--- src/rtl/ptrp_pkg.sv ---
`timescale 1ns / 1ps
// ----------------------------------------------------------------------------
// ptrp_pkg
// Shared types and constants of the paper-tape reader/punch controller.
// ----------------------------------------------------------------------------
package ptrp_pkg;

  localparam int unsigned OpW    = 4;
  localparam int unsigned AcW    = 12;
  localparam int unsigned ByteW  = 8;
  localparam int unsigned DelayW = 8;

  localparam logic [DelayW-1:0] DelayReset = 8'd20;
  localparam logic [ByteW-1:0]  PunchMask  = 8'o377;

  // I/O instruction and event codes
  typedef enum logic [OpW-1:0] {
    OP_TICK        = 4'd0,
    OP_BYTE_IN     = 4'd1,
    OP_INTR_ENABLE = 4'd2,
    OP_READER_SKIP = 4'd3,
    OP_READ        = 4'd4,
    OP_FETCH       = 4'd5,
    OP_READ_FETCH  = 4'd6,
    OP_INTR_DIS    = 4'd7,
    OP_PUNCH_SKIP  = 4'd8,
    OP_PUNCH_CLEAR = 4'd9,
    OP_PUNCH       = 4'd10,
    OP_CLEAR_PUNCH = 4'd11,
    OP_DEV_CLEAR   = 4'd12
  } ptrp_op_e;

  typedef struct packed {
    logic [OpW-1:0]   opcode;
    logic [AcW-1:0]   ac_in;
    logic [ByteW-1:0] reader_char;
  } ptrp_item_t;

  typedef struct packed {
    logic             skip;
    logic             ac_write;
    logic [AcW-1:0]   ac_out;
    logic             punch_valid;
    logic [ByteW-1:0] punch_byte;
    logic             reader_request;
    logic             reader_rejected;
    logic             irq_reader;
    logic             irq_punch;
  } ptrp_result_t;

endpackage

--- src/rtl/ptrp_in_stage.sv ---
`timescale 1ns / 1ps
// ----------------------------------------------------------------------------
// ptrp_in_stage
// Input register: holds one accepted item until the core consumes it.
// ----------------------------------------------------------------------------
module ptrp_in_stage
  import ptrp_pkg::*;
(
  input  logic       clk_i,
  input  logic       rst_ni,
  input  logic       in_valid_i,
  output logic       in_ready_o,
  input  ptrp_item_t item_i,
  input  logic       advance_i,
  output logic       valid_o,
  output ptrp_item_t item_o
);

  logic       valid_q, valid_d;
  ptrp_item_t item_q;
  logic       load;

  // Take a new item when empty or when the held one moves on this cycle
  assign in_ready_o = !valid_q || advance_i;
  assign load       = in_valid_i && in_ready_o;

  always_comb begin
    valid_d = valid_q;
    if (load) begin
      valid_d = 1'b1;
    end else if (advance_i) begin
      valid_d = 1'b0;
    end
  end

  always_ff @(posedge clk_i or negedge rst_ni) begin
    if (!rst_ni) begin
      valid_q <= 1'b0;
    end else begin
      valid_q <= valid_d;
    end
  end

  // Capture payload on transfer
  always_ff @(posedge clk_i) begin
    if (load) begin
      item_q <= item_i;
    end
  end

  assign valid_o = valid_q;
  assign item_o  = item_q;

endmodule

--- src/rtl/ptrp_core.sv ---
`timescale 1ns / 1ps
// ----------------------------------------------------------------------------
// ptrp_core
// Device state (flags, enable, buffer, countdowns, delay register) and the
// per-instruction update and result logic.
// ----------------------------------------------------------------------------
module ptrp_core
  import ptrp_pkg::*;
(
  input  logic              clk_i,
  input  logic              rst_ni,
  input  logic              cfg_we_i,
  input  logic [DelayW-1:0] cfg_wdata_i,
  input  logic              advance_i,
  input  ptrp_item_t        item_i,
  output ptrp_result_t      result_o
);

  logic              reader_flag_q, reader_flag_d;
  logic              punch_flag_q, punch_flag_d;
  logic              intr_en_q, intr_en_d;
  logic [ByteW-1:0]  rbuf_q, rbuf_d;
  logic [DelayW-1:0] punch_cnt_q, punch_cnt_d;
  logic [DelayW-1:0] fetch_cnt_q, fetch_cnt_d;
  logic [DelayW-1:0] delay_q;
  logic [DelayW-1:0] load_val;
  logic [DelayW-1:0] punch_dec;
  logic [DelayW-1:0] fetch_dec;

  // A zero delay behaves as one tick
  assign load_val  = (delay_q == '0) ? DelayW'(1) : delay_q;
  assign punch_dec = punch_cnt_q - DelayW'(1);
  assign fetch_dec = fetch_cnt_q - DelayW'(1);

  // Next state and result for the held instruction
  always_comb begin
    reader_flag_d = reader_flag_q;
    punch_flag_d  = punch_flag_q;
    intr_en_d     = intr_en_q;
    rbuf_d        = rbuf_q;
    punch_cnt_d   = punch_cnt_q;
    fetch_cnt_d   = fetch_cnt_q;

    result_o                 = '0;
    result_o.ac_out          = item_i.ac_in;

    unique case (item_i.opcode)
      OP_TICK: begin
        if (punch_cnt_q != '0) begin
          punch_cnt_d = punch_dec;
          if (punch_dec == '0) begin
            punch_flag_d = 1'b1;
          end
        end
        if (fetch_cnt_q != '0) begin
          fetch_cnt_d = fetch_dec;
          if (fetch_dec == '0) begin
            result_o.reader_request = 1'b1;
          end
        end
      end
      OP_BYTE_IN: begin
        if (reader_flag_q) begin
          result_o.reader_rejected = 1'b1;
        end else begin
          rbuf_d        = item_i.reader_char;
          reader_flag_d = 1'b1;
        end
      end
      OP_INTR_ENABLE: intr_en_d = 1'b1;
      OP_READER_SKIP: result_o.skip = reader_flag_q;
      OP_READ, OP_READ_FETCH: begin
        result_o.ac_write = 1'b1;
        result_o.ac_out   = item_i.ac_in | {{(AcW-ByteW){1'b0}}, rbuf_q};
        reader_flag_d     = 1'b0;
        if (item_i.opcode == OP_READ_FETCH) begin
          fetch_cnt_d = load_val;
        end
      end
      OP_FETCH: begin
        reader_flag_d = 1'b0;
        fetch_cnt_d   = load_val;
      end
      OP_INTR_DIS:    intr_en_d = 1'b0;
      OP_PUNCH_SKIP:  result_o.skip = punch_flag_q;
      OP_PUNCH_CLEAR: punch_flag_d = 1'b0;
      OP_PUNCH, OP_CLEAR_PUNCH: begin
        if (item_i.opcode == OP_CLEAR_PUNCH) begin
          punch_flag_d = 1'b0;
        end
        result_o.punch_valid = 1'b1;
        result_o.punch_byte  = item_i.ac_in[ByteW-1:0] & PunchMask;
        punch_cnt_d          = load_val;
      end
      OP_DEV_CLEAR: begin
        reader_flag_d = 1'b0;
        punch_flag_d  = 1'b0;
        intr_en_d     = 1'b1;
      end
      default: ;
    endcase

    result_o.irq_reader = reader_flag_d & intr_en_d;
    result_o.irq_punch  = punch_flag_d & intr_en_d;
  end

  // Commit state when the instruction moves to the result register
  always_ff @(posedge clk_i or negedge rst_ni) begin
    if (!rst_ni) begin
      reader_flag_q <= 1'b0;
      punch_flag_q  <= 1'b0;
      intr_en_q     <= 1'b1;
      rbuf_q        <= '0;
      punch_cnt_q   <= '0;
      fetch_cnt_q   <= '0;
    end else if (advance_i) begin
      reader_flag_q <= reader_flag_d;
      punch_flag_q  <= punch_flag_d;
      intr_en_q     <= intr_en_d;
      rbuf_q        <= rbuf_d;
      punch_cnt_q   <= punch_cnt_d;
      fetch_cnt_q   <= fetch_cnt_d;
    end
  end

  // Delay register
  always_ff @(posedge clk_i or negedge rst_ni) begin
    if (!rst_ni) begin
      delay_q <= DelayReset;
    end else if (cfg_we_i) begin
      delay_q <= cfg_wdata_i;
    end
  end

endmodule

--- src/rtl/ptrp_out_stage.sv ---
`timescale 1ns / 1ps
// ----------------------------------------------------------------------------
// ptrp_out_stage
// Result register: holds one result until the consumer takes it.
// ----------------------------------------------------------------------------
module ptrp_out_stage
  import ptrp_pkg::*;
(
  input  logic         clk_i,
  input  logic         rst_ni,
  input  logic         load_valid_i,
  output logic         load_ready_o,
  input  ptrp_result_t result_i,
  output logic         out_valid_o,
  input  logic         out_ready_i,
  output ptrp_result_t result_o
);

  logic         valid_q, valid_d;
  ptrp_result_t result_q;
  logic         load;

  // Free when empty or when the held result transfers this cycle
  assign load_ready_o = !valid_q || out_ready_i;
  assign load         = load_valid_i && load_ready_o;

  always_comb begin
    valid_d = valid_q;
    if (load) begin
      valid_d = 1'b1;
    end else if (out_ready_i) begin
      valid_d = 1'b0;
    end
  end

  always_ff @(posedge clk_i or negedge rst_ni) begin
    if (!rst_ni) begin
      valid_q <= 1'b0;
    end else begin
      valid_q <= valid_d;
    end
  end

  always_ff @(posedge clk_i) begin
    if (load) begin
      result_q <= result_i;
    end
  end

  assign out_valid_o = valid_q;
  assign result_o    = result_q;

endmodule

--- src/rtl/paper_tape_reader_punch_iot.sv ---
`timescale 1ns / 1ps
// Path: an instruction is captured in the input register, then its result in the
//   result register, from which it is presented.
// Throughput: one instruction per cycle while the result side does not stall.
// Reset: asynchronous active low; flags clear, interrupts enabled, buffer and
//   countdowns zero, delay register 20; both stages empty.
// ----------------------------------------------------------------------------
// paper_tape_reader_punch_iot
// Paper-tape reader/punch controller: flags, interrupt enable, reader buffer,
// punch and fetch countdowns, driven by I/O instructions and ticks.
// ----------------------------------------------------------------------------
module paper_tape_reader_punch_iot
  import ptrp_pkg::*;
(
  input  logic              clk_i,
  input  logic              rst_ni,
  input  logic              cfg_we_i,
  input  logic [DelayW-1:0] cfg_wdata_i,
  input  logic              in_valid_i,
  output logic              in_ready_o,
  input  logic [OpW-1:0]    opcode_i,
  input  logic [AcW-1:0]    ac_in_i,
  input  logic [ByteW-1:0]  reader_char_i,
  output logic              out_valid_o,
  input  logic              out_ready_i,
  output logic              skip_o,
  output logic              ac_write_o,
  output logic [AcW-1:0]    ac_out_o,
  output logic              punch_valid_o,
  output logic [ByteW-1:0]  punch_byte_o,
  output logic              reader_request_o,
  output logic              reader_rejected_o,
  output logic              irq_reader_o,
  output logic              irq_punch_o
);

  ptrp_item_t   in_item;
  ptrp_item_t   held_item;
  logic         held_valid;
  logic         out_free;
  logic         advance;
  ptrp_result_t core_result;
  ptrp_result_t out_result;

  assign in_item.opcode      = opcode_i;
  assign in_item.ac_in       = ac_in_i;
  assign in_item.reader_char = reader_char_i;

  // Move the held instruction on when the result register can take it
  assign advance = held_valid && out_free;

  ptrp_in_stage u_in_stage (
    .clk_i      (clk_i),
    .rst_ni     (rst_ni),
    .in_valid_i (in_valid_i),
    .in_ready_o (in_ready_o),
    .item_i     (in_item),
    .advance_i  (advance),
    .valid_o    (held_valid),
    .item_o     (held_item)
  );

  ptrp_core u_core (
    .clk_i       (clk_i),
    .rst_ni      (rst_ni),
    .cfg_we_i    (cfg_we_i),
    .cfg_wdata_i (cfg_wdata_i),
    .advance_i   (advance),
    .item_i      (held_item),
    .result_o    (core_result)
  );

  ptrp_out_stage u_out_stage (
    .clk_i        (clk_i),
    .rst_ni       (rst_ni),
    .load_valid_i (held_valid),
    .load_ready_o (out_free),
    .result_i     (core_result),
    .out_valid_o  (out_valid_o),
    .out_ready_i  (out_ready_i),
    .result_o     (out_result)
  );

  assign skip_o            = out_result.skip;
  assign ac_write_o        = out_result.ac_write;
  assign ac_out_o          = out_result.ac_out;
  assign punch_valid_o     = out_result.punch_valid;
  assign punch_byte_o      = out_result.punch_byte;
  assign reader_request_o  = out_result.reader_request;
  assign reader_rejected_o = out_result.reader_rejected;
  assign irq_reader_o      = out_result.irq_reader;
  assign irq_punch_o       = out_result.irq_punch;

endmodule

--- config.mk ---
export PLATFORM = sky130hd
export DESIGN_NAME = paper_tape_reader_punch_iot
export DESIGN_NICKNAME = d
export VERILOG_FILES = /design/src/rtl/ptrp_pkg.sv /design/src/rtl/ptrp_in_stage.sv /design/src/rtl/ptrp_core.sv /design/src/rtl/ptrp_out_stage.sv /design/src/rtl/paper_tape_reader_punch_iot.sv
export SDC_FILE = /design/constraint.sdc
export NUM_CORES = 1
export LEC_CHECK = 0
export ABC_AREA = 1
export BUFFER_PORTS_ARGS = -buffer_cell sky130_fd_sc_hd__buf_2
export CORE_MARGIN = 1.5
export CORE_UTILIZATION = 50
export DETAILED_ROUTE_END_ITERATION = 8
export GPL_TIMING_DRIVEN = 0
export HOLD_SLACK_MARGIN = 0.05
export PLACE_DENSITY = 0.7
export SYNTH_ARGS = -nofsm -noshare
export SYNTH_HDL_FRONTEND = slang
export SYNTH_SLANG_ARGS = --single-unit
--- constraint.sdc ---
create_clock -name clk_i -period 2.68 [get_ports clk_i]
set_input_delay 0.268 -clock clk_i [delete_from_list [all_inputs] [get_ports clk_i]]
set_output_delay 0.268 -clock clk_i [all_outputs]
set_load 0.005 [all_outputs]
==> flow_summary.ini <==
[yosys]
synth_top_area_frac = 0.394
ys_types = 40
synth_compound_area_frac = 0.106
ys_async_sr_fraction = 0.420
synth_seq_cells = 88
synth_xor_area_frac = 0.0180
yosys.area_share.simple = 0.146
synth_top_area_cell = edfxtp_1
synthCells = 351
yosys_warnings = 0
post-synth-top-count-cell = nand2_1
synth_seq_area_share = 0.632
synthTopCellsByArea = edfxtp_1 39%, dfrtp_1 22%, nand2_1 5.8%
synth_ff_type = edfxtp_1
synth_top_family_by_area = simple AND/OR/NAND/NOR gates
synth.avg_cell_area_um2 = 11.1
synthMuxAreaShare = 0.0174
syn_area_mm2 = 0.00389
synth_fa_ha_area_frac = 0.0193
synth-edff-count = 51
synth_commonest_cells = 60 x nand2_1, 51 x edfxtp_1, 42 x inv_1, 34 x dfrtp_1, 33 x nor2_1
synthesis.nets = 394

[cts]
cts_num_sinks = 88
clockBufferDepth = 2
cts_tree = done
ctsRootBufferMaster = clkbuf_8
path_clk_slew_ns = 0.10
insertion_delay_ns = 0.36
htreeDepth = 3
post_cts_buffers = 0
cts_buffers = 9

[routing]
drtIter0Drc = 104
postRouteAntennaNets = 0
via_per_inst = 4.98
drc = 0
vias = 2644
wl_per_cell_um = 13.5
dr.pass1.iters = 4
totalWireLength_mm = 7.18

[pwr]
internal_power_w = 0.00260
irDropWorstVdd_uv = 499
p_switching_w = 0.00133
leakagePower_nw = 2.00
sw_frac_of_total = 0.338
pwr-share-seq = 0.487
power.density_mw_per_mm2 = 860
clkPwrFrac = 0.246
p_comb_frac = 0.267

[hold_path]
hp-class = in -> reg
hold_path_depth = 1

[timing]
worstMarginPinSlew_ns = 0.961
fin_crit_sh = 0.843
fin_setup_tns_ns = 0
rsz0062_at_grt = false
skew_ns = 0.0101
maxSlewViolCount = 0
slew_headroom = 0.359
max_freq_mhz = 443
fin_crit_ns = 2.26
hold_ws_ns = 0.0739
finalHoldViolations = 0
setup_viol = 0

[grt]
antenna_found_initial = 0
first_global_vias = 2616
grt-ovfl-total = 0
grt_pass1_wl_mm = 12.0
grt_max_degree = 38
grt_use_total = 0.186

[layout]
multi_input_area_mm2 = 0.00119
nets = 470
drive_gt1_frac = 0.289
diodes = 0
fillers = 644
seq_area_mm2 = 0.00246
area_delta_synth_final_pct = 17.2
finish.utilization = 0.616

[placed_design]
port_buffers = 64
routabilityCongestion = 0.879
hpwlAfterDp_mm = 5.20

[setup_path]
rrSetupSlack_ns = 0.42
crit_fanout = 32
end_kind = flip-flop
worstSetupPathType = reg -> reg
worstPathRequired_ns = 2.94
cp-start-kind = flip-flop
worst_r2r_path_depth = 7
arrival_ns = 2.51

[die]
chipWidth_um = 91.2
die_h_um = 91.2
coreArea_mm2 = 0.00741
die_area_mm2 = 0.00832
pin_count = 66
num_rows = 31
initial_core_util = 0.525

[outcome]
status = finished clean

[run]
drv_cap = 0
[stage by stage]
stage	area (um^2)	worst slack, ns	total power [W]	instances
final	4560	0.422	0.00392	531
after global routing	4560	0.147	0.00418	531
after CTS	4560	0.0554	0.00395	531
after detailed placement	4340	0.0869	0.00299	514
after global placement	4340	0.123	0.00295	514
after floorplan	3890	0.603	0.00270	351
[registers in the layout, indices dropped and copies added (netlist names)]
signal / flops
u_core.intr_en_q: 1
u_core.rbuf_q: 8
u_in_stage.item_o: 24
u_core.fetch_cnt_q: 8
u_core.delay_q: 8
u_core.reader_flag_q: 1
u_core.punch_flag_q: 1
u_in_stage.valid_o: 1
u_out_stage.result_o: 27
u_out_stage.out_valid_o: 1
u_core.punch_cnt_q: 8
[area by class of cell]
cell class / count / area share
timing repair buffer: 65 / 0.0724
clock buffer: 9 / 0.0272
sequential: 88 / 0.540
clock inverter: 7 / 0.0192
multi-input combinational: 205 / 0.261
tap: 99 / 0.0272
buffer: 5 / 0.00768
inverter: 53 / 0.0453
[kinds of logic (layout without fill, tap and decap cells)]
family,Yosys count,in the layout
simple gates,123,123
flops,88,88
compound gates,62,62
buf+inv,58,139
xor+xnor,8,8
fa+ha+maj,6,6
mux,6,6
[layer usage]
layer | part of all wire | track usage
met1 | 0.47 | 0.242
met2 | 0.47 | 0.307
met4 | 0.016 | 0.0534
met5 | 0 | 0
met3 | 0.046 | 0.0494
[power by group through the flow]
stage                     sequential (W)  combinational (W)  clock (W)
after floorplan                  0.00191           0.000792          0
after global placement           0.00193            0.00102          0
after detailed placement         0.00194            0.00105          0
after CTS                        0.00191            0.00105   0.000982
after global routing             0.00194            0.00120    0.00104
final                            0.00191            0.00105   0.000964
[critical path, cell delays in order, from the launching register on]
cell	delay, ns
dfrtp_1	0.38
nand2_1	0.07
nand2_1	0.24
clkinvlp_4	0.62
o21ai_1	0.42
a21oi_4	0.09
buf_6	0.16
o21a_1	0.16
[final timing paths]
kind,startpoint,end
max,u_out_stage.out_valid_o$_DFFE_PN0P_,u_core.fetch_cnt_q[2]$_DFFE_PN0P_
min,ac_in_i[10],u_in_stage.item_o[18]$_DFFE_PP_
max reg2reg,u_out_stage.out_valid_o$_DFFE_PN0P_,u_core.fetch_cnt_q[2]$_DFFE_PN0P_
min reg2reg,u_in_stage.item_o[16]$_DFFE_PP_,u_out_stage.result_o[21]$_DFFE_PP_
max in group asynchronous,rst_ni,u_core.reader_flag_q$_DFFE_PN0P_
min in group asynchronous,rst_ni,u_in_stage.valid_o$_DFFE_PN0P_
[timing repair]
item / CTS / global route
hold buffers: 1 / 0
endpoints found under the setup margin: 0 / 8
resized for setup: 0 / 1
endpoints found under the hold margin: 34 / 0
[cells in the final DEF, fill, tap and decap left out, drive strengths merged, types with 2 or more instances in the layout]
cell type	count
a21oi	2
clkbuf	10
o211ai	9
clkinv	2
buf	68
nand3	13
ha	6
nor2	39
nand2	60
clkinvlp	3
nor4	2
dfrtp	34
dfstp	3
nor3	4
o31ai	2
xor2	7
edfxtp	51
o22ai	4
mux2	6
inv	54
a31oi	2
o21ai	40
nand4	4
No activity file was read; power rests on OpenSTA's default activity.
